===== config.mk =====
export PLATFORM = sky130hd
export DESIGN_NAME = stroke_font_glyph_decoder_flat
export DESIGN_NICKNAME = d
export VERILOG_FILES = /design/src/hw/rtl/sfgd_pkg.sv /design/src/hw/rtl/sfgd_if.sv /design/src/hw/rtl/stroke_font_glyph_decoder.sv /design/src/hw/rtl/sfgd_cfg.sv /design/src/hw/rtl/sfgd_front.sv /design/src/hw/rtl/sfgd_queue.sv /design/src/hw/rtl/sfgd_back.sv /design/src/flat_wrapper.sv
export SDC_FILE = /design/constraint.sdc
export NUM_CORES = 1
export LEC_CHECK = 0
export BUFFER_PORTS_ARGS = -buffer_cell sky130_fd_sc_hd__buf_2
export CORE_MARGIN = 8
export CORE_UTILIZATION = 25
export DETAILED_ROUTE_END_ITERATION = 10
export PLACE_DENSITY = 0.44
export SETUP_SLACK_MARGIN = 0.3
export SLEW_MARGIN = 20
export SYNTH_ARGS = -nofsm -noshare
export SYNTH_HDL_FRONTEND = slang
export SYNTH_SLANG_ARGS = --single-unit
export TNS_END_PERCENT = 50

===== constraint.sdc =====
create_clock -name clk -period 4.78 [get_ports clk]
set_input_delay 0.239 -clock clk [delete_from_list [all_inputs] [get_ports clk]]
set_output_delay 0.239 -clock clk [all_outputs]
set_load 0.03 [all_outputs]

===== src/hw/rtl/sfgd_pkg.sv =====
// ----------------------------------------------------------------------------
// sfgd_pkg
// Shared types, codes and helpers of the stroke font glyph decoder.
// ----------------------------------------------------------------------------
package sfgd_pkg;

	// field widths
	localparam int BYTE_W = 8;
	localparam int X_W    = 7;
	localparam int Y_W    = 10;
	localparam int OY_W   = 9;
	localparam int DIM_W  = 7;
	localparam int CODE_W = 8;
	localparam int KIND_W = 2;
	localparam int CIDX_W = 2;

	// decoupling queue between front and back
	localparam int QUEUE_DEPTH = 2;

	// stroke byte fields
	localparam logic [BYTE_W-1:0] DELTA_MASK = 8'h7F;
	localparam logic [BYTE_W-1:0] DELTA_SIGN = 8'h40;

	// largest reported box dimension
	localparam int SPAN_MAX = 127;

	// reset value of the first character code
	localparam logic [CODE_W-1:0] FIRST_CODE_RESET = 8'd32;

	// configuration register indexes
	localparam logic [CIDX_W-1:0] CFG_ASCENDER  = 2'd0;
	localparam logic [CIDX_W-1:0] CFG_DESCENDER = 2'd1;
	localparam logic [CIDX_W-1:0] CFG_FIRST     = 2'd2;

	// result kinds
	localparam logic [KIND_W-1:0] KIND_MOVE = 2'd0;
	localparam logic [KIND_W-1:0] KIND_DRAW = 2'd1;
	localparam logic [KIND_W-1:0] KIND_DONE = 2'd2;

	// stroke opcodes
	typedef enum logic [1:0] {
		OP_STOP = 2'd0,
		OP_SCAN = 2'd1,
		OP_MOVE = 2'd2,
		OP_DRAW = 2'd3
	} op_t;

	// classified stroke word, as queued from front to back
	typedef struct packed {
		logic                  start;
		op_t                   op;
		logic signed [X_W-1:0] nx;
		logic signed [Y_W-1:0] ny;
	} entry_t;

	// live configuration seen by front and back
	typedef struct packed {
		logic signed [OY_W-1:0] origin_y;
		logic [CODE_W-1:0]      first_code;
	} cfg_t;

	// signed seven-bit delta of a stroke byte, widened to a y coordinate
	function automatic logic signed [Y_W-1:0] delta_y(input logic [BYTE_W-1:0] b);
		logic [BYTE_W-1:0] m;
		m = b & DELTA_MASK;
		delta_y = {{(Y_W-X_W){(m & DELTA_SIGN) != '0}}, m[X_W-1:0]};
	endfunction

	// origin y widened to a y coordinate
	function automatic logic signed [Y_W-1:0] widen_oy(input logic signed [OY_W-1:0] oy);
		widen_oy = {{(Y_W-OY_W){oy[OY_W-1]}}, oy};
	endfunction

endpackage


===== src/hw/rtl/sfgd_if.sv =====
// ----------------------------------------------------------------------------
// sfgd_if
// Channel interfaces: stroke input, command output and register write.
// ----------------------------------------------------------------------------
interface sfgd_in_if;
	import sfgd_pkg::*;

	logic              valid;
	logic              ready;
	logic [BYTE_W-1:0] stroke_byte_a;
	logic [BYTE_W-1:0] stroke_byte_b;

	modport source (output valid, output stroke_byte_a, output stroke_byte_b, input ready);
	modport sink   (input valid, input stroke_byte_a, input stroke_byte_b, output ready);
endinterface

interface sfgd_out_if;
	import sfgd_pkg::*;

	logic                  valid;
	logic                  ready;
	logic [KIND_W-1:0]     command_kind;
	logic signed [X_W-1:0] point_x;
	logic signed [Y_W-1:0] point_y;
	logic [DIM_W-1:0]      glyph_width;
	logic [DIM_W-1:0]      glyph_height;
	logic [CODE_W-1:0]     char_code;
	logic                  last_result;

	modport source (
		output valid, output command_kind, output point_x, output point_y,
		output glyph_width, output glyph_height, output char_code,
		output last_result, input ready
	);
	modport sink (
		input valid, input command_kind, input point_x, input point_y,
		input glyph_width, input glyph_height, input char_code,
		input last_result, output ready
	);
endinterface

interface sfgd_cfg_if;
	import sfgd_pkg::*;

	logic              valid;
	logic              ready;
	logic [CIDX_W-1:0] index;
	logic [BYTE_W-1:0] data;

	modport source (output valid, output index, output data, input ready);
	modport sink   (input valid, input index, input data, output ready);
endinterface


===== src/hw/rtl/stroke_font_glyph_decoder.sv =====
// ----------------------------------------------------------------------------
// stroke_font_glyph_decoder
// Turns two-byte stroke words into move, draw and glyph-done commands.
// ----------------------------------------------------------------------------
//  channel    dir  handshake     payload
//  stroke_in  in   valid/ready   stroke_byte_a, stroke_byte_b
//  glyph_out  out  valid/ready   command_kind, point_x, point_y, glyph_width,
//                                glyph_height, char_code, last_result
//  cfg        in   valid/ready   index, data (always ready)
//
//  One stroke word per cycle while the queue has room; a word that opens a glyph
//  and carries a move, draw or stop gives two results through the output register.
//  A scan word inside a glyph gives no result and leaves the queue without waiting.
//  A word's results pass through the queue and then the output register.
//  A two-entry queue parts decode from execution; the output register parts
//  execution from the sink, so input fills the queue while a result waits.
//  Reset is asynchronous, active low; no clearing pass.
// ----------------------------------------------------------------------------
module stroke_font_glyph_decoder (
	input  logic       clk,
	input  logic       arst_n,
	sfgd_in_if.sink    stroke_in,
	sfgd_out_if.source glyph_out,
	sfgd_cfg_if.sink   cfg
);
	import sfgd_pkg::*;

	cfg_t   cfg_live;
	logic   push_valid, push_ready;
	entry_t push_entry;
	logic   head_valid, pop;
	entry_t head;

	sfgd_cfg u_cfg (
		.clk    (clk),
		.arst_n (arst_n),
		.cfg_ch (cfg),
		.cfg    (cfg_live)
	);

	sfgd_front u_front (
		.clk        (clk),
		.arst_n     (arst_n),
		.in_ch      (stroke_in),
		.cfg        (cfg_live),
		.push_ready (push_ready),
		.push_valid (push_valid),
		.push_entry (push_entry)
	);

	sfgd_queue u_queue (
		.clk        (clk),
		.arst_n     (arst_n),
		.push_valid (push_valid),
		.push_entry (push_entry),
		.push_ready (push_ready),
		.pop_valid  (head_valid),
		.pop_entry  (head),
		.pop        (pop)
	);

	sfgd_back u_back (
		.clk        (clk),
		.arst_n     (arst_n),
		.cfg        (cfg_live),
		.head_valid (head_valid),
		.head       (head),
		.pop        (pop),
		.out_ch     (glyph_out)
	);

endmodule


===== src/hw/rtl/sfgd_cfg.sv =====
// ----------------------------------------------------------------------------
// sfgd_cfg
// Register file for ascender, descender and first character code.
// ----------------------------------------------------------------------------
module sfgd_cfg (
	input  logic              clk,
	input  logic              arst_n,
	sfgd_cfg_if.sink          cfg_ch,
	output sfgd_pkg::cfg_t    cfg
);
	import sfgd_pkg::*;

	logic signed [BYTE_W-1:0] asc_q;
	logic signed [BYTE_W-1:0] desc_q;
	logic [CODE_W-1:0]        first_q;

	// every write is taken at once
	assign cfg_ch.ready = 1'b1;

	// store a register on each transfer; unknown indexes are dropped
	always_ff @(posedge clk or negedge arst_n) begin
		if (!arst_n) begin
			asc_q   <= '0;
			desc_q  <= '0;
			first_q <= FIRST_CODE_RESET;
		end else if (cfg_ch.valid) begin
			unique case (cfg_ch.index)
				CFG_ASCENDER:  asc_q   <= cfg_ch.data;
				CFG_DESCENDER: desc_q  <= cfg_ch.data;
				CFG_FIRST:     first_q <= cfg_ch.data;
				default: ;
			endcase
		end
	end

	// origin height: ascender minus descender
	assign cfg.origin_y   = {asc_q[BYTE_W-1], asc_q} - {desc_q[BYTE_W-1], desc_q};
	assign cfg.first_code = first_q;

endmodule


===== src/hw/rtl/sfgd_front.sv =====
// ----------------------------------------------------------------------------
// sfgd_front
// Accepts stroke words, decodes opcode and target point, marks glyph starts.
// ----------------------------------------------------------------------------
module sfgd_front (
	input  logic              clk,
	input  logic              arst_n,
	sfgd_in_if.sink           in_ch,
	input  sfgd_pkg::cfg_t    cfg,
	input  logic              push_ready,
	output logic              push_valid,
	output sfgd_pkg::entry_t  push_entry
);
	import sfgd_pkg::*;

	logic open_q;
	logic accept;
	op_t  op;

	assign push_valid  = in_ch.valid;
	assign in_ch.ready = push_ready;
	assign accept      = in_ch.valid && push_ready;

	// decode the word
	assign op               = op_t'({in_ch.stroke_byte_a[BYTE_W-1], in_ch.stroke_byte_b[BYTE_W-1]});
	assign push_entry.start = !open_q;
	assign push_entry.op    = op;
	assign push_entry.nx    = in_ch.stroke_byte_a[X_W-1:0];
	assign push_entry.ny    = widen_oy(cfg.origin_y) - delta_y(in_ch.stroke_byte_b);

	// track glyph boundaries: any word opens, a stop closes
	always_ff @(posedge clk or negedge arst_n) begin
		if (!arst_n) begin
			open_q <= 1'b0;
		end else if (accept) begin
			open_q <= (op != OP_STOP);
		end
	end

endmodule


===== src/hw/rtl/sfgd_queue.sv =====
// ----------------------------------------------------------------------------
// sfgd_queue
// Short FIFO of decoded stroke words between front and back.
// ----------------------------------------------------------------------------
module sfgd_queue (
	input  logic              clk,
	input  logic              arst_n,
	input  logic              push_valid,
	input  sfgd_pkg::entry_t  push_entry,
	output logic              push_ready,
	output logic              pop_valid,
	output sfgd_pkg::entry_t  pop_entry,
	input  logic              pop
);
	import sfgd_pkg::*;

	localparam int PTR_W = (QUEUE_DEPTH > 1) ? $clog2(QUEUE_DEPTH) : 1;
	localparam int CNT_W = $clog2(QUEUE_DEPTH + 1);

	entry_t           mem_q [QUEUE_DEPTH];
	logic [PTR_W-1:0] wr_ptr_q;
	logic [PTR_W-1:0] rd_ptr_q;
	logic [CNT_W-1:0] count_q;
	logic             do_push;
	logic             do_pop;

	assign push_ready = (count_q != CNT_W'(QUEUE_DEPTH));
	assign pop_valid  = (count_q != '0);
	assign pop_entry  = mem_q[rd_ptr_q];
	assign do_push    = push_valid && push_ready;
	assign do_pop     = pop && pop_valid;

	function automatic logic [PTR_W-1:0] next_ptr(input logic [PTR_W-1:0] p);
		next_ptr = (p == PTR_W'(QUEUE_DEPTH - 1)) ? '0 : p + PTR_W'(1);
	endfunction

	// store payload
	always_ff @(posedge clk) begin
		if (do_push) begin
			mem_q[wr_ptr_q] <= push_entry;
		end
	end

	// advance pointers and fill count
	always_ff @(posedge clk or negedge arst_n) begin
		if (!arst_n) begin
			wr_ptr_q <= '0;
			rd_ptr_q <= '0;
			count_q  <= '0;
		end else begin
			if (do_push) wr_ptr_q <= next_ptr(wr_ptr_q);
			if (do_pop)  rd_ptr_q <= next_ptr(rd_ptr_q);
			if (do_push && !do_pop)      count_q <= count_q + CNT_W'(1);
			else if (do_pop && !do_push) count_q <= count_q - CNT_W'(1);
		end
	end

endmodule


===== src/hw/rtl/sfgd_back.sv =====
// ----------------------------------------------------------------------------
// sfgd_back
// Executes queued stroke words: pen, bounding box, glyph count, results.
// ----------------------------------------------------------------------------
module sfgd_back (
	input  logic              clk,
	input  logic              arst_n,
	input  sfgd_pkg::cfg_t    cfg,
	input  logic              head_valid,
	input  sfgd_pkg::entry_t  head,
	output logic              pop,
	sfgd_out_if.source        out_ch
);
	import sfgd_pkg::*;

	// glyph state
	logic                  phase_q;
	logic signed [X_W-1:0] pen_x_q;
	logic signed [Y_W-1:0] pen_y_q;
	logic signed [X_W-1:0] min_x_q, max_x_q;
	logic signed [Y_W-1:0] min_y_q, max_y_q;
	logic                  box_valid_q;
	logic [CODE_W-1:0]     index_q;

	// output register
	logic                  out_valid_q;
	logic [KIND_W-1:0]     kind_q;
	logic signed [X_W-1:0] px_q;
	logic signed [Y_W-1:0] py_q;
	logic [DIM_W-1:0]      w_q, h_q;
	logic [CODE_W-1:0]     code_q;
	logic                  last_q;

	// control
	logic need_start, has_own, emits, slot_free, load, skip, first_of_two;

	// next result
	logic [KIND_W-1:0]     kind_d;
	logic signed [X_W-1:0] px_d;
	logic signed [Y_W-1:0] py_d;
	logic [DIM_W-1:0]      w_d, h_d;

	// box arithmetic
	logic signed [X_W-1:0] lx, hx;
	logic signed [Y_W-1:0] ly, hy;
	logic [X_W:0]          span_x;
	logic [Y_W:0]          span_y;
	logic [DIM_W-1:0]      dim_x, dim_y;
	logic signed [Y_W-1:0] origin_y;

	assign origin_y = widen_oy(cfg.origin_y);

	// sequence the one or two results of the head word
	assign need_start   = head.start && !phase_q;
	assign has_own      = (head.op != OP_SCAN);
	assign emits        = need_start || has_own;
	assign slot_free    = !out_valid_q || out_ch.ready;
	assign load         = head_valid && emits && slot_free;
	assign skip         = head_valid && !emits;
	assign first_of_two = need_start && has_own;
	assign pop          = skip || (load && !first_of_two);

	// segment extent against the pen
	assign lx = (pen_x_q < head.nx) ? pen_x_q : head.nx;
	assign hx = (pen_x_q < head.nx) ? head.nx : pen_x_q;
	assign ly = (pen_y_q < head.ny) ? pen_y_q : head.ny;
	assign hy = (pen_y_q < head.ny) ? head.ny : pen_y_q;

	// box size, saturated
	assign span_x = {max_x_q[X_W-1], max_x_q} - {min_x_q[X_W-1], min_x_q};
	assign span_y = {max_y_q[Y_W-1], max_y_q} - {min_y_q[Y_W-1], min_y_q};
	assign dim_x  = (span_x > (X_W+1)'(SPAN_MAX)) ? DIM_W'(SPAN_MAX) : span_x[DIM_W-1:0];
	assign dim_y  = (span_y > (Y_W+1)'(SPAN_MAX)) ? DIM_W'(SPAN_MAX) : span_y[DIM_W-1:0];

	// select the result
	always_comb begin
		kind_d = KIND_MOVE;
		px_d   = '0;
		py_d   = '0;
		w_d    = '0;
		h_d    = '0;
		if (need_start) begin
			py_d = origin_y;
		end else begin
			unique case (head.op)
				OP_MOVE: begin
					px_d = head.nx;
					py_d = head.ny;
				end
				OP_DRAW: begin
					kind_d = KIND_DRAW;
					px_d   = head.nx;
					py_d   = head.ny;
				end
				OP_STOP: begin
					kind_d = KIND_DONE;
					w_d    = box_valid_q ? dim_x : '0;
					h_d    = box_valid_q ? dim_y : '0;
				end
				OP_SCAN: ;
			endcase
		end
	end

	// update glyph state on each loaded result
	always_ff @(posedge clk or negedge arst_n) begin
		if (!arst_n) begin
			phase_q     <= 1'b0;
			pen_x_q     <= '0;
			pen_y_q     <= '0;
			min_x_q     <= '0;
			max_x_q     <= '0;
			min_y_q     <= '0;
			max_y_q     <= '0;
			box_valid_q <= 1'b0;
			index_q     <= '0;
		end else if (load) begin
			if (need_start) begin
				phase_q     <= first_of_two;
				pen_x_q     <= '0;
				pen_y_q     <= origin_y;
				box_valid_q <= 1'b0;
			end else begin
				phase_q <= 1'b0;
				unique case (head.op)
					OP_MOVE: begin
						pen_x_q <= head.nx;
						pen_y_q <= head.ny;
					end
					OP_DRAW: begin
						pen_x_q     <= head.nx;
						pen_y_q     <= head.ny;
						box_valid_q <= 1'b1;
						if (!box_valid_q || lx < min_x_q) min_x_q <= lx;
						if (!box_valid_q || hx > max_x_q) max_x_q <= hx;
						if (!box_valid_q || ly < min_y_q) min_y_q <= ly;
						if (!box_valid_q || hy > max_y_q) max_y_q <= hy;
					end
					OP_STOP: begin
						index_q     <= index_q + CODE_W'(1);
						box_valid_q <= 1'b0;
					end
					OP_SCAN: ;
				endcase
			end
		end
	end

	// output valid: set on load, drop on transfer
	always_ff @(posedge clk or negedge arst_n) begin
		if (!arst_n) begin
			out_valid_q <= 1'b0;
		end else if (load) begin
			out_valid_q <= 1'b1;
		end else if (out_ch.ready) begin
			out_valid_q <= 1'b0;
		end
	end

	// output payload
	always_ff @(posedge clk) begin
		if (load) begin
			kind_q <= kind_d;
			px_q   <= px_d;
			py_q   <= py_d;
			w_q    <= w_d;
			h_q    <= h_d;
			code_q <= cfg.first_code + index_q;
			last_q <= !first_of_two;
		end
	end

	assign out_ch.valid        = out_valid_q;
	assign out_ch.command_kind = kind_q;
	assign out_ch.point_x      = px_q;
	assign out_ch.point_y      = py_q;
	assign out_ch.glyph_width  = w_q;
	assign out_ch.glyph_height = h_q;
	assign out_ch.char_code    = code_q;
	assign out_ch.last_result  = last_q;

`ifndef SYNTHESIS
	// a pending second result keeps its word at the queue head
	a_phase_held: assert property (@(posedge clk) disable iff (!arst_n)
		phase_q |-> head_valid)
		else $error("second result pending without a queued word");

	// the origin move of a two-result word is never marked last
	a_start_first: assert property (@(posedge clk) disable iff (!arst_n)
		load && first_of_two |=> phase_q && out_ch.command_kind == KIND_MOVE
			&& !out_ch.last_result)
		else $error("glyph start move sequenced wrongly");

	// a glyph start puts the pen on the origin and empties the box
	a_start_pen: assert property (@(posedge clk) disable iff (!arst_n)
		load && need_start |=> pen_x_q == '0 && !box_valid_q)
		else $error("glyph start did not reset pen and box");

	// a stop advances the glyph count by one and empties the box
	a_stop_count: assert property (@(posedge clk) disable iff (!arst_n)
		load && !need_start && head.op == OP_STOP
			|=> index_q == $past(index_q) + CODE_W'(1) && !box_valid_q)
		else $error("stop did not advance glyph count");
`endif

endmodule


===== src/flat_wrapper.sv =====
// flat-port wrapper written by rule: the top's interface ports become plain ports
module stroke_font_glyph_decoder_flat import sfgd_pkg::*;
  (clk, arst_n, stroke_in_valid, stroke_in_stroke_byte_a, stroke_in_stroke_byte_b, stroke_in_ready, glyph_out_valid, glyph_out_command_kind, glyph_out_point_x, glyph_out_point_y, glyph_out_glyph_width, glyph_out_glyph_height, glyph_out_char_code, glyph_out_last_result, glyph_out_ready, cfg_valid, cfg_index, cfg_data, cfg_ready);
  sfgd_in_if stroke_in_i ();
  sfgd_out_if glyph_out_i ();
  sfgd_cfg_if cfg_i ();
  input  logic clk;
  input  logic arst_n;
  input wire logic [$bits(stroke_in_i.valid)-1:0] stroke_in_valid;
  input wire logic [$bits(stroke_in_i.stroke_byte_a)-1:0] stroke_in_stroke_byte_a;
  input wire logic [$bits(stroke_in_i.stroke_byte_b)-1:0] stroke_in_stroke_byte_b;
  output wire logic [$bits(stroke_in_i.ready)-1:0] stroke_in_ready;
  output wire logic [$bits(glyph_out_i.valid)-1:0] glyph_out_valid;
  output wire logic [$bits(glyph_out_i.command_kind)-1:0] glyph_out_command_kind;
  output wire logic [$bits(glyph_out_i.point_x)-1:0] glyph_out_point_x;
  output wire logic [$bits(glyph_out_i.point_y)-1:0] glyph_out_point_y;
  output wire logic [$bits(glyph_out_i.glyph_width)-1:0] glyph_out_glyph_width;
  output wire logic [$bits(glyph_out_i.glyph_height)-1:0] glyph_out_glyph_height;
  output wire logic [$bits(glyph_out_i.char_code)-1:0] glyph_out_char_code;
  output wire logic [$bits(glyph_out_i.last_result)-1:0] glyph_out_last_result;
  input wire logic [$bits(glyph_out_i.ready)-1:0] glyph_out_ready;
  input wire logic [$bits(cfg_i.valid)-1:0] cfg_valid;
  input wire logic [$bits(cfg_i.index)-1:0] cfg_index;
  input wire logic [$bits(cfg_i.data)-1:0] cfg_data;
  output wire logic [$bits(cfg_i.ready)-1:0] cfg_ready;
  assign stroke_in_i.valid = stroke_in_valid;
  assign stroke_in_i.stroke_byte_a = stroke_in_stroke_byte_a;
  assign stroke_in_i.stroke_byte_b = stroke_in_stroke_byte_b;
  assign stroke_in_ready = stroke_in_i.ready;
  assign glyph_out_valid = glyph_out_i.valid;
  assign glyph_out_command_kind = glyph_out_i.command_kind;
  assign glyph_out_point_x = glyph_out_i.point_x;
  assign glyph_out_point_y = glyph_out_i.point_y;
  assign glyph_out_glyph_width = glyph_out_i.glyph_width;
  assign glyph_out_glyph_height = glyph_out_i.glyph_height;
  assign glyph_out_char_code = glyph_out_i.char_code;
  assign glyph_out_last_result = glyph_out_i.last_result;
  assign glyph_out_i.ready = glyph_out_ready;
  assign cfg_i.valid = cfg_valid;
  assign cfg_i.index = cfg_index;
  assign cfg_i.data = cfg_data;
  assign cfg_ready = cfg_i.ready;
  stroke_font_glyph_decoder u_core (.clk(clk), .arst_n(arst_n), .stroke_in(stroke_in_i), .glyph_out(glyph_out_i), .cfg(cfg_i));
endmodule

==> results of run 1 <==
==> critical path, delay by kind of cell, from the launching register on <==
kind	cells	cell delay [ns]
flops	1	0.46
buf+inv	6	0.71
simple gates	2	0.26
fa+ha+maj	2	0.52
mux	3	0.98
xor+xnor	1	0.19
compound gates	7	1.24
==> Yosys cell counts (5+ instances only) <==
| cell | instances | area [um^2] |
|---|---|---|
| nor2_1 | 48 | 180 |
| mux2_2 | 83 | 935 |
| dfrtp_1 | 90 | 2250 |
| o21a_1 | 7 | 52.6 |
| mux2i_1 | 16 | 160 |
| buf_2 | 6 | 30.0 |
| edfxtp_1 | 82 | 2460 |
| nor3_1 | 9 | 45.0 |
| ha_1 | 90 | 1130 |
| nand3_1 | 7 | 35.0 |
| nand2_1 | 58 | 218 |
| a21oi_1 | 55 | 275 |
| xnor2_1 | 30 | 263 |
| nor2b_1 | 11 | 68.8 |
| nand4_1 | 7 | 43.8 |
| and2_1 | 6 | 37.5 |
| a31oi_1 | 6 | 37.5 |
| o211ai_1 | 5 | 37.5 |
| inv_1 | 91 | 342 |
| clkbuf_1 | 9 | 33.8 |
| fa_1 | 5 | 100 |
| a21o_1 | 10 | 75.1 |
| xor2_1 | 8 | 70.1 |
| and3_1 | 5 | 31.3 |
| nand2b_1 | 10 | 62.6 |
| o21ai_0 | 57 | 285 |
==> sequential cells by signal, indices dropped and copies added, names as in the netlist, 8 cells and up <==
signal,flops
u_core.u_back.pen_y_q,10
u_core.u_back.max_y_q,10
u_core.u_queue.mem_q,40
u_core.u_back.out_ch.point_y,10
u_core.u_cfg.asc_q,8
u_core.u_back.index_q,8
u_core.u_cfg.first_q,8
u_core.u_back.out_ch.char_code,8
u_core.u_cfg.desc_q,8
u_core.u_back.min_y_q,10
==> stage by stage <==
stage                     hold slack, ns  worst slack [ns]  instance area, um^2  utilization  cells
after floorplan                  -0.0566             0.233                 9920            -    867
after global placement             0.352             0.253                11000        0.285   1462
after detailed placement           0.356             0.161                11000        0.285   1462
after CTS                         0.0317             0.299                11900        0.308   1516
after global routing              0.0446             0.157                12000        0.312   1523
final                             0.0608             0.301                12000        0.312   1524
==> layout make-up <==
type,count,area share
Multi-Input combinational cell,585,0.402
Sequential cell,173,0.394
Timing Repair Buffer,124,0.0722
Tap cell,518,0.0538
Clock buffer,22,0.0430
Inverter,91,0.0287
Clock inverter,10,0.00603
Antenna cell,1,0.000208
==> worst min-delay path by stage <==
stage / start / end / slack [ns] / cells past startpoint
floorplan: arst_n / u_core.u_back.box_valid_q / -0.06 / 0
global placement: arst_n / u_core.u_cfg.first_q[6] / 0.35 / 1
detailed placement: arst_n / u_core.u_cfg.first_q[6] / 0.36 / 1
CTS: cfg_data[0] / u_core.u_cfg.asc_q[0] / 0.03 / 3
global route: cfg_data[7] / u_core.u_cfg.first_q[7] / 0.04 / 2
finish: cfg_data[0] / u_core.u_cfg.asc_q[0] / 0.06 / 3
==> timing repair <==
action                     CTS  global route
hold endpoints to repair    70             0
gates resized for setup     16            17
setup endpoints to repair   18            32
cloned                       1             1
buffers inserted            11             6
pin swaps                    4             6
hold buffers                10             0
==> layout by cell type (no fill, tap or decap), types with 7 or more instances in the layout <==
cell | netlist | routed
inv_1 | 91 | 89
dlygate4sd3_1 | 0 | 10
nor3_1 | 9 | 9
mux2_2 | 83 | 64
xor2_1 | 8 | 8
nand2b_1 | 10 | 10
a21o_1 | 10 | 10
mux2_4 | 1 | 20
buf_2 | 6 | 73
buf_4 | 1 | 30
mux2i_1 | 16 | 16
a21oi_1 | 55 | 54
o21ai_0 | 57 | 55
edfxtp_1 | 82 | 82
nor2b_1 | 11 | 11
dfrtp_1 | 90 | 89
nand4_1 | 7 | 7
clkbuf_16 | 0 | 20
o21a_1 | 7 | 7
xnor2_1 | 30 | 30
nand2_1 | 58 | 57
nor2_1 | 48 | 48
ha_1 | 90 | 83
==> metal layers <==
layer | vias up | track usage
li1 | 3330 | -
met1 | 3096 | 0.133
met2 | 63 | 0.170
met3 | 26 | 0.0298
met4 | 2 | 0.0355
met5 | - | 0
==> kinds of logic after synthesis <==
group,Yosys count
buf+inv,109
compound gates,171
xor+xnor,39
other cells,1
simple gates,179
flops,173
fa+ha+maj,95
mux,100
==> metrics.txt, run 1 <==
Final setup viols=0; core area=38600 um^2; drt drc=0; Post-Synth Adder-Cell Area=0.125; post-synthesis mux area share=0.113; CTS tree=built; clock sink total=173; Port-buffer cells=74; CP max stage delay=0.46 ns; xor/xnor cell area share of the yosys netlist=0.0368; Reg clk slew, reported paths=0.07 ns; crit path max-delay cell type=dfrtp_2; H-tree levels=4; Tmin final=4.48 ns; max-slew violation count=0; clk_lat worst skew=0.44 ns; worst relative slew slack=0.292; DRT antenna net count=0; CTS Root Cell=clkbuf_16; main combinational cell family by area after synthesis=adder cells; via count of the routed design=6517; largest buffer count on any clock path=2; RSZ-0062 raised after global routing=true; HP Class=primary input to flop; reg2reg end=u_core.u_back.min_y_q[2]; Die Height=214 um; Top-Level Pins=76; kind of critical path=flop to flop; post-synthesis compound-gate area fraction=0.107; worst slew pin tran=1.06 ns; synthesized area per cell=11.3 um^2; drt first-iter violations=211; Final Hold Viols=0; number of flops mapped to enable cells by yosys=82; crit path cell chain=mux2_2 > inv_1 > ha_1 > nand4_1 > o21ai_1 > a31oi_2 > nand2_4 > xnor2_4 > buf_12 > buf_8 > mux2_4 > ha_4 > a21o_1 > a21oi_1 > o211a_1 > o211a_4 > buf_12 > a41oi_4 > buf_6 > buf_16 > mux2_4; site row count=72; CP required=5.10 ns; Yosys cell types=59; aggregate global-route resource usage=0.105; setup TNS=0 ns; final RePlAce weighted congestion=0.765; DRT Wirelength=23000 um; register bit total from synthesis=173; Worst setup EP type=flop; Setup Skew=0.0112 ns; Simple-Gate Fraction of Synth Area=0.0882; ys async rst share=0.526; nets=1118; sequential area share after synthesis=0.484; synth warn=0; grt ovf=0; Critical Path AT=4.80 ns; setup slack, reg-to-reg=0.30 ns; drt first pass iters=4; drt via density=4.28; f_max=223 MHz; synth-to-layout area growth=23.0%; syn nets=993; first-pass GRT wire length=36800 um; launch point of the critical path=u_core.u_queue.rd_ptr_q; status=completed; Post-synth top flop=dfrtp_1; DP HPWL=17600 um; Multi-input gate area=4840 um^2; mean routed wirelength per cell=15.1 um; reg2reg start=u_core.u_queue.rd_ptr_q; Top Layer Used=met5; initial core utilization=0.253; Met3 Wirelength=808 um; Setup crit start kind=flop; sequential cell area=4740 um^2; post-synthesis cell count=867; max_cap viols=0; antenna violations before repair=2; die area=45700 um^2; crit share post-route=0.937; M1 WL=11000 um; Routed met2 length=10800 um; critical path peak fanout=8; largest net degree at the start of global routing=55; cells on worst reg2reg path=21; die width=214 um; Synth Cell Area=9790 um^2; vias in the first global route=6771; share of layout cells above drive strength 1=0.261; Setup crit end=u_core.u_back.min_y_q[2]; Filler Cell Count=3959; CTS Buf Count=17
Power of run 1 is left out: the tool's default activity adds up to more than one toggle a clock period on the data nets, which glitch-free logic cannot reach.
==> run 2: changes to the inputs <==
--- a/config.mk
+++ b/config.mk
@@ -8,6 +8,7 @@
 export BUFFER_PORTS_ARGS = -buffer_cell sky130_fd_sc_hd__buf_2
 export CORE_MARGIN = 8
 export CORE_UTILIZATION = 25
+export CTS_BUF_LIST = sky130_fd_sc_hd__clkbuf_4 sky130_fd_sc_hd__clkbuf_8
 export DETAILED_ROUTE_END_ITERATION = 10
 export PLACE_DENSITY = 0.44
 export SETUP_SLACK_MARGIN = 0.3
==> run 2 against run 1 <==
Sequential share of layout area grew 0.33 points. Register-to-register slack better by 0.02 ns. Critical endpoint is now u_core.u_back.min_y_q[8]. Utilization down 0.26 points. Via count increased by 0.54%. Non-clock buffer count increased by 7. Cell count rose by 0.46%. Fmax rose by 0.47%. Global-route usage decreased by 0.078 points. First-iteration DRC count decreased by 5.2%. Count of clock-buffer cells in the layout decreased by 3. Critical path type unchanged. Clock skew rose by 0.011 ns.
==> metrics.txt, run 2 (synthesis results as in run 1) <==
aggregate global-route resource usage=0.104 (was 0.105); cells on worst reg2reg path=21 (unchanged); most frequent CP cell=mux2_4; DP HPWL=17600 um (unchanged); initial core utilization=0.253 (unchanged); kind of critical path=flop to flop (unchanged); RSZ-0062 raised after global routing=true (unchanged); mean routed wirelength per cell=15.0 um (was 15.1 um); clock sink total=173 (unchanged); antenna violations before repair=2 (unchanged); DRT Wirelength=22900 um (was 23000 um); dpl ws=0.161 ns (unchanged); Worst setup EP type=flop (unchanged); f_max=224 MHz (was 223 MHz); Final Hold Viols=0 (unchanged); Largest register FFs=40 (unchanged); max_cap viols=0 (unchanged); die area=45700 um^2 (unchanged); crit share post-route=0.933 (was 0.937); DRT antenna net count=0 (unchanged); Top-Level Pins=76 (unchanged); Tmin final=4.46 ns (was 4.48 ns); max-slew violation count=0 (unchanged); largest buffer count on any clock path=2 (unchanged); hold depth=3 (unchanged); critical path peak fanout=8 (unchanged); Port-buffer cells=74 (unchanged); worst relative slew slack=0.297 (was 0.292); Final Instance Area=11900 um^2 (was 12000 um^2); crit path cell chain=mux2_2 > inv_1 > ha_1 > nand4_1 > o21ai_1 > a31oi_2 > nand2_4 > xnor2_4 > buf_12 > buf_8 > mux2_4 > ha_4 > a21o_1 > a21oi_1 > o211a_1 > o211a_4 > and2_4 > a41oi_4 > buf_6 > buf_16 > mux2_4 (was mux2_2 > inv_1 > ha_1 > nand4_1 > o21ai_1 > a31oi_2 > nand2_4 > xnor2_4 > buf_12 > buf_8 > mux2_4 > ha_4 > a21o_1 > a21oi_1 > o211a_1 > o211a_4 > buf_12 > a41oi_4 > buf_6 > buf_16 > mux2_4); site row count=72 (unchanged); drt first-iter violations=200 (was 211); drt first pass iters=4 (unchanged); Reg clk slew, reported paths=0.11 ns (was 0.07 ns); CTS Root Cell=clkbuf_8 (was clkbuf_16); Critical Path AT=4.84 ns (was 4.80 ns); crit path max-delay cell type=dfrtp_2 (unchanged); Final setup viols=0 (unchanged); CP max stage delay=0.47 ns (was 0.46 ns); Setup crit start kind=flop (unchanged); Post-DP Area=11000 um^2 (unchanged); Setup Skew=0.0221 ns (was 0.0112 ns); CTS tree=built (unchanged); nets=1125 (was 1118); share of layout cells above drive strength 1=0.259 (was 0.261); CTS Buf Count=17 (unchanged); grt ovf=0 (unchanged); status=completed (unchanged); CP required=5.16 ns (was 5.10 ns); final RePlAce weighted congestion=0.765 (unchanged); via count of the routed design=6552 (was 6517); first-pass GRT wire length=36700 um (was 36800 um); Largest Register=u_core.u_queue.mem_q (unchanged); setup TNS=0 ns (unchanged); die width=214 um (unchanged); worst hold slack=0.145 ns (was 0.0608 ns); Die Height=214 um (unchanged); largest net degree at the start of global routing=55 (unchanged); Final WS setup=0.323 ns (was 0.301 ns); worst slew pin tran=1.05 ns (was 1.06 ns); Filler Cell Count=3985 (was 3959); most frequent cells in the layout=89 x inv_1, 89 x dfrtp_1, 83 x ha_1, 82 x edfxtp_1, 73 x buf_2 (unchanged); vias in the first global route=6796 (was 6771); H-tree levels=4 (unchanged); HP Class=primary input to flop (unchanged); synth-to-layout area growth=22.0% (was 23.0%); core area=38600 um^2 (unchanged); drt via density=4.28 (about the same); drt drc=0 (unchanged); clk_lat worst skew=0.49 ns (was 0.44 ns)
run 2: changes by cell type in the layout (fill, tap and decap cells not counted):
cell / delta
buf_4: -1
bufinv_16: +3
clkbuf_1: -1
clkbuf_16: -20
clkbuf_4: +1
clkbuf_8: +17
dlygate4sd3_1: +8
run 2: layout make-up:
type | instances | area (um^2) | area share
Multi-Input combinational cell | 585 | 4840 | 0.406
Sequential cell | 173 | 4740 | 0.397
Timing Repair Buffer | 131 | 942 | 0.0789
Tap cell | 518 | 648 | 0.0543
Inverter | 91 | 345 | 0.0289
Clock buffer | 19 | 255 | 0.0214
Clock inverter | 13 | 163 | 0.0136
Antenna cell | 1 | 2.50 | 0.000210
run 2: metrics by stage:
step                 util  instances
global route        0.309       1530
finish              0.309       1531
detailed placement  0.285       1462
global placement    0.285       1462
CTS                 0.305       1522
floorplan               -        867
run 2: critical path: cells and delay by family (launching register included):
family,cells,cell delay [ns]
XOR/XNOR,1,0.19
AO/OA/AOI/OAI,7,1.22
adder cells (fa/ha/maj),2,0.52
AND/OR/NAND/NOR,3,0.41
buffers and inverters,5,0.59
flip-flops,1,0.47
multiplexers,3,0.98
run 2: worst paths after layout:
| path | start | endpoint | slack [ns] |
|---|---|---|---|
| worst min register to register | u_core.u_queue.wr_ptr_q | u_core.u_queue.wr_ptr_q | 0.50 |
| worst min-delay path | stroke_in_valid | u_core.u_queue.wr_ptr_q | 0.14 |
| worst max register to register | u_core.u_queue.rd_ptr_q | u_core.u_back.min_y_q[8] | 0.32 |
| worst max-delay path | u_core.u_queue.rd_ptr_q | u_core.u_back.min_y_q[8] | 0.32 |
| min in group asynchronous | arst_n | u_core.u_cfg.first_q[6] | 0.36 |
| max in group asynchronous | arst_n | u_core.u_queue.rd_ptr_q | 3.35 |
run 2: routing by layer:
| layer | track usage | routed length (um) | up-vias | part of all wire |
|---|---|---|---|---|
| met2 | 0.170 | 10600 | 74 | 0.46 |
| met3 | 0.0289 | 915 | 27 | 0.040 |
| met1 | 0.132 | 10900 | 3110 | 0.48 |
| met5 | 0 | 13 | - | 0.00057 |
| li1 | - | - | 3339 | - |
| met4 | 0.0326 | 436 | 2 | 0.019 |
run 2: what timing repair did:
item                                    CTS  global route
endpoints found under the setup margin   18            32
pin swaps                                 4             6
buffers inserted                          9             7
resized for setup                        16            17
hold endpoints to repair                 95             0
hold buffers                             18             0
cloned                                    1             1
Power of run 2 is left out for the same reason.
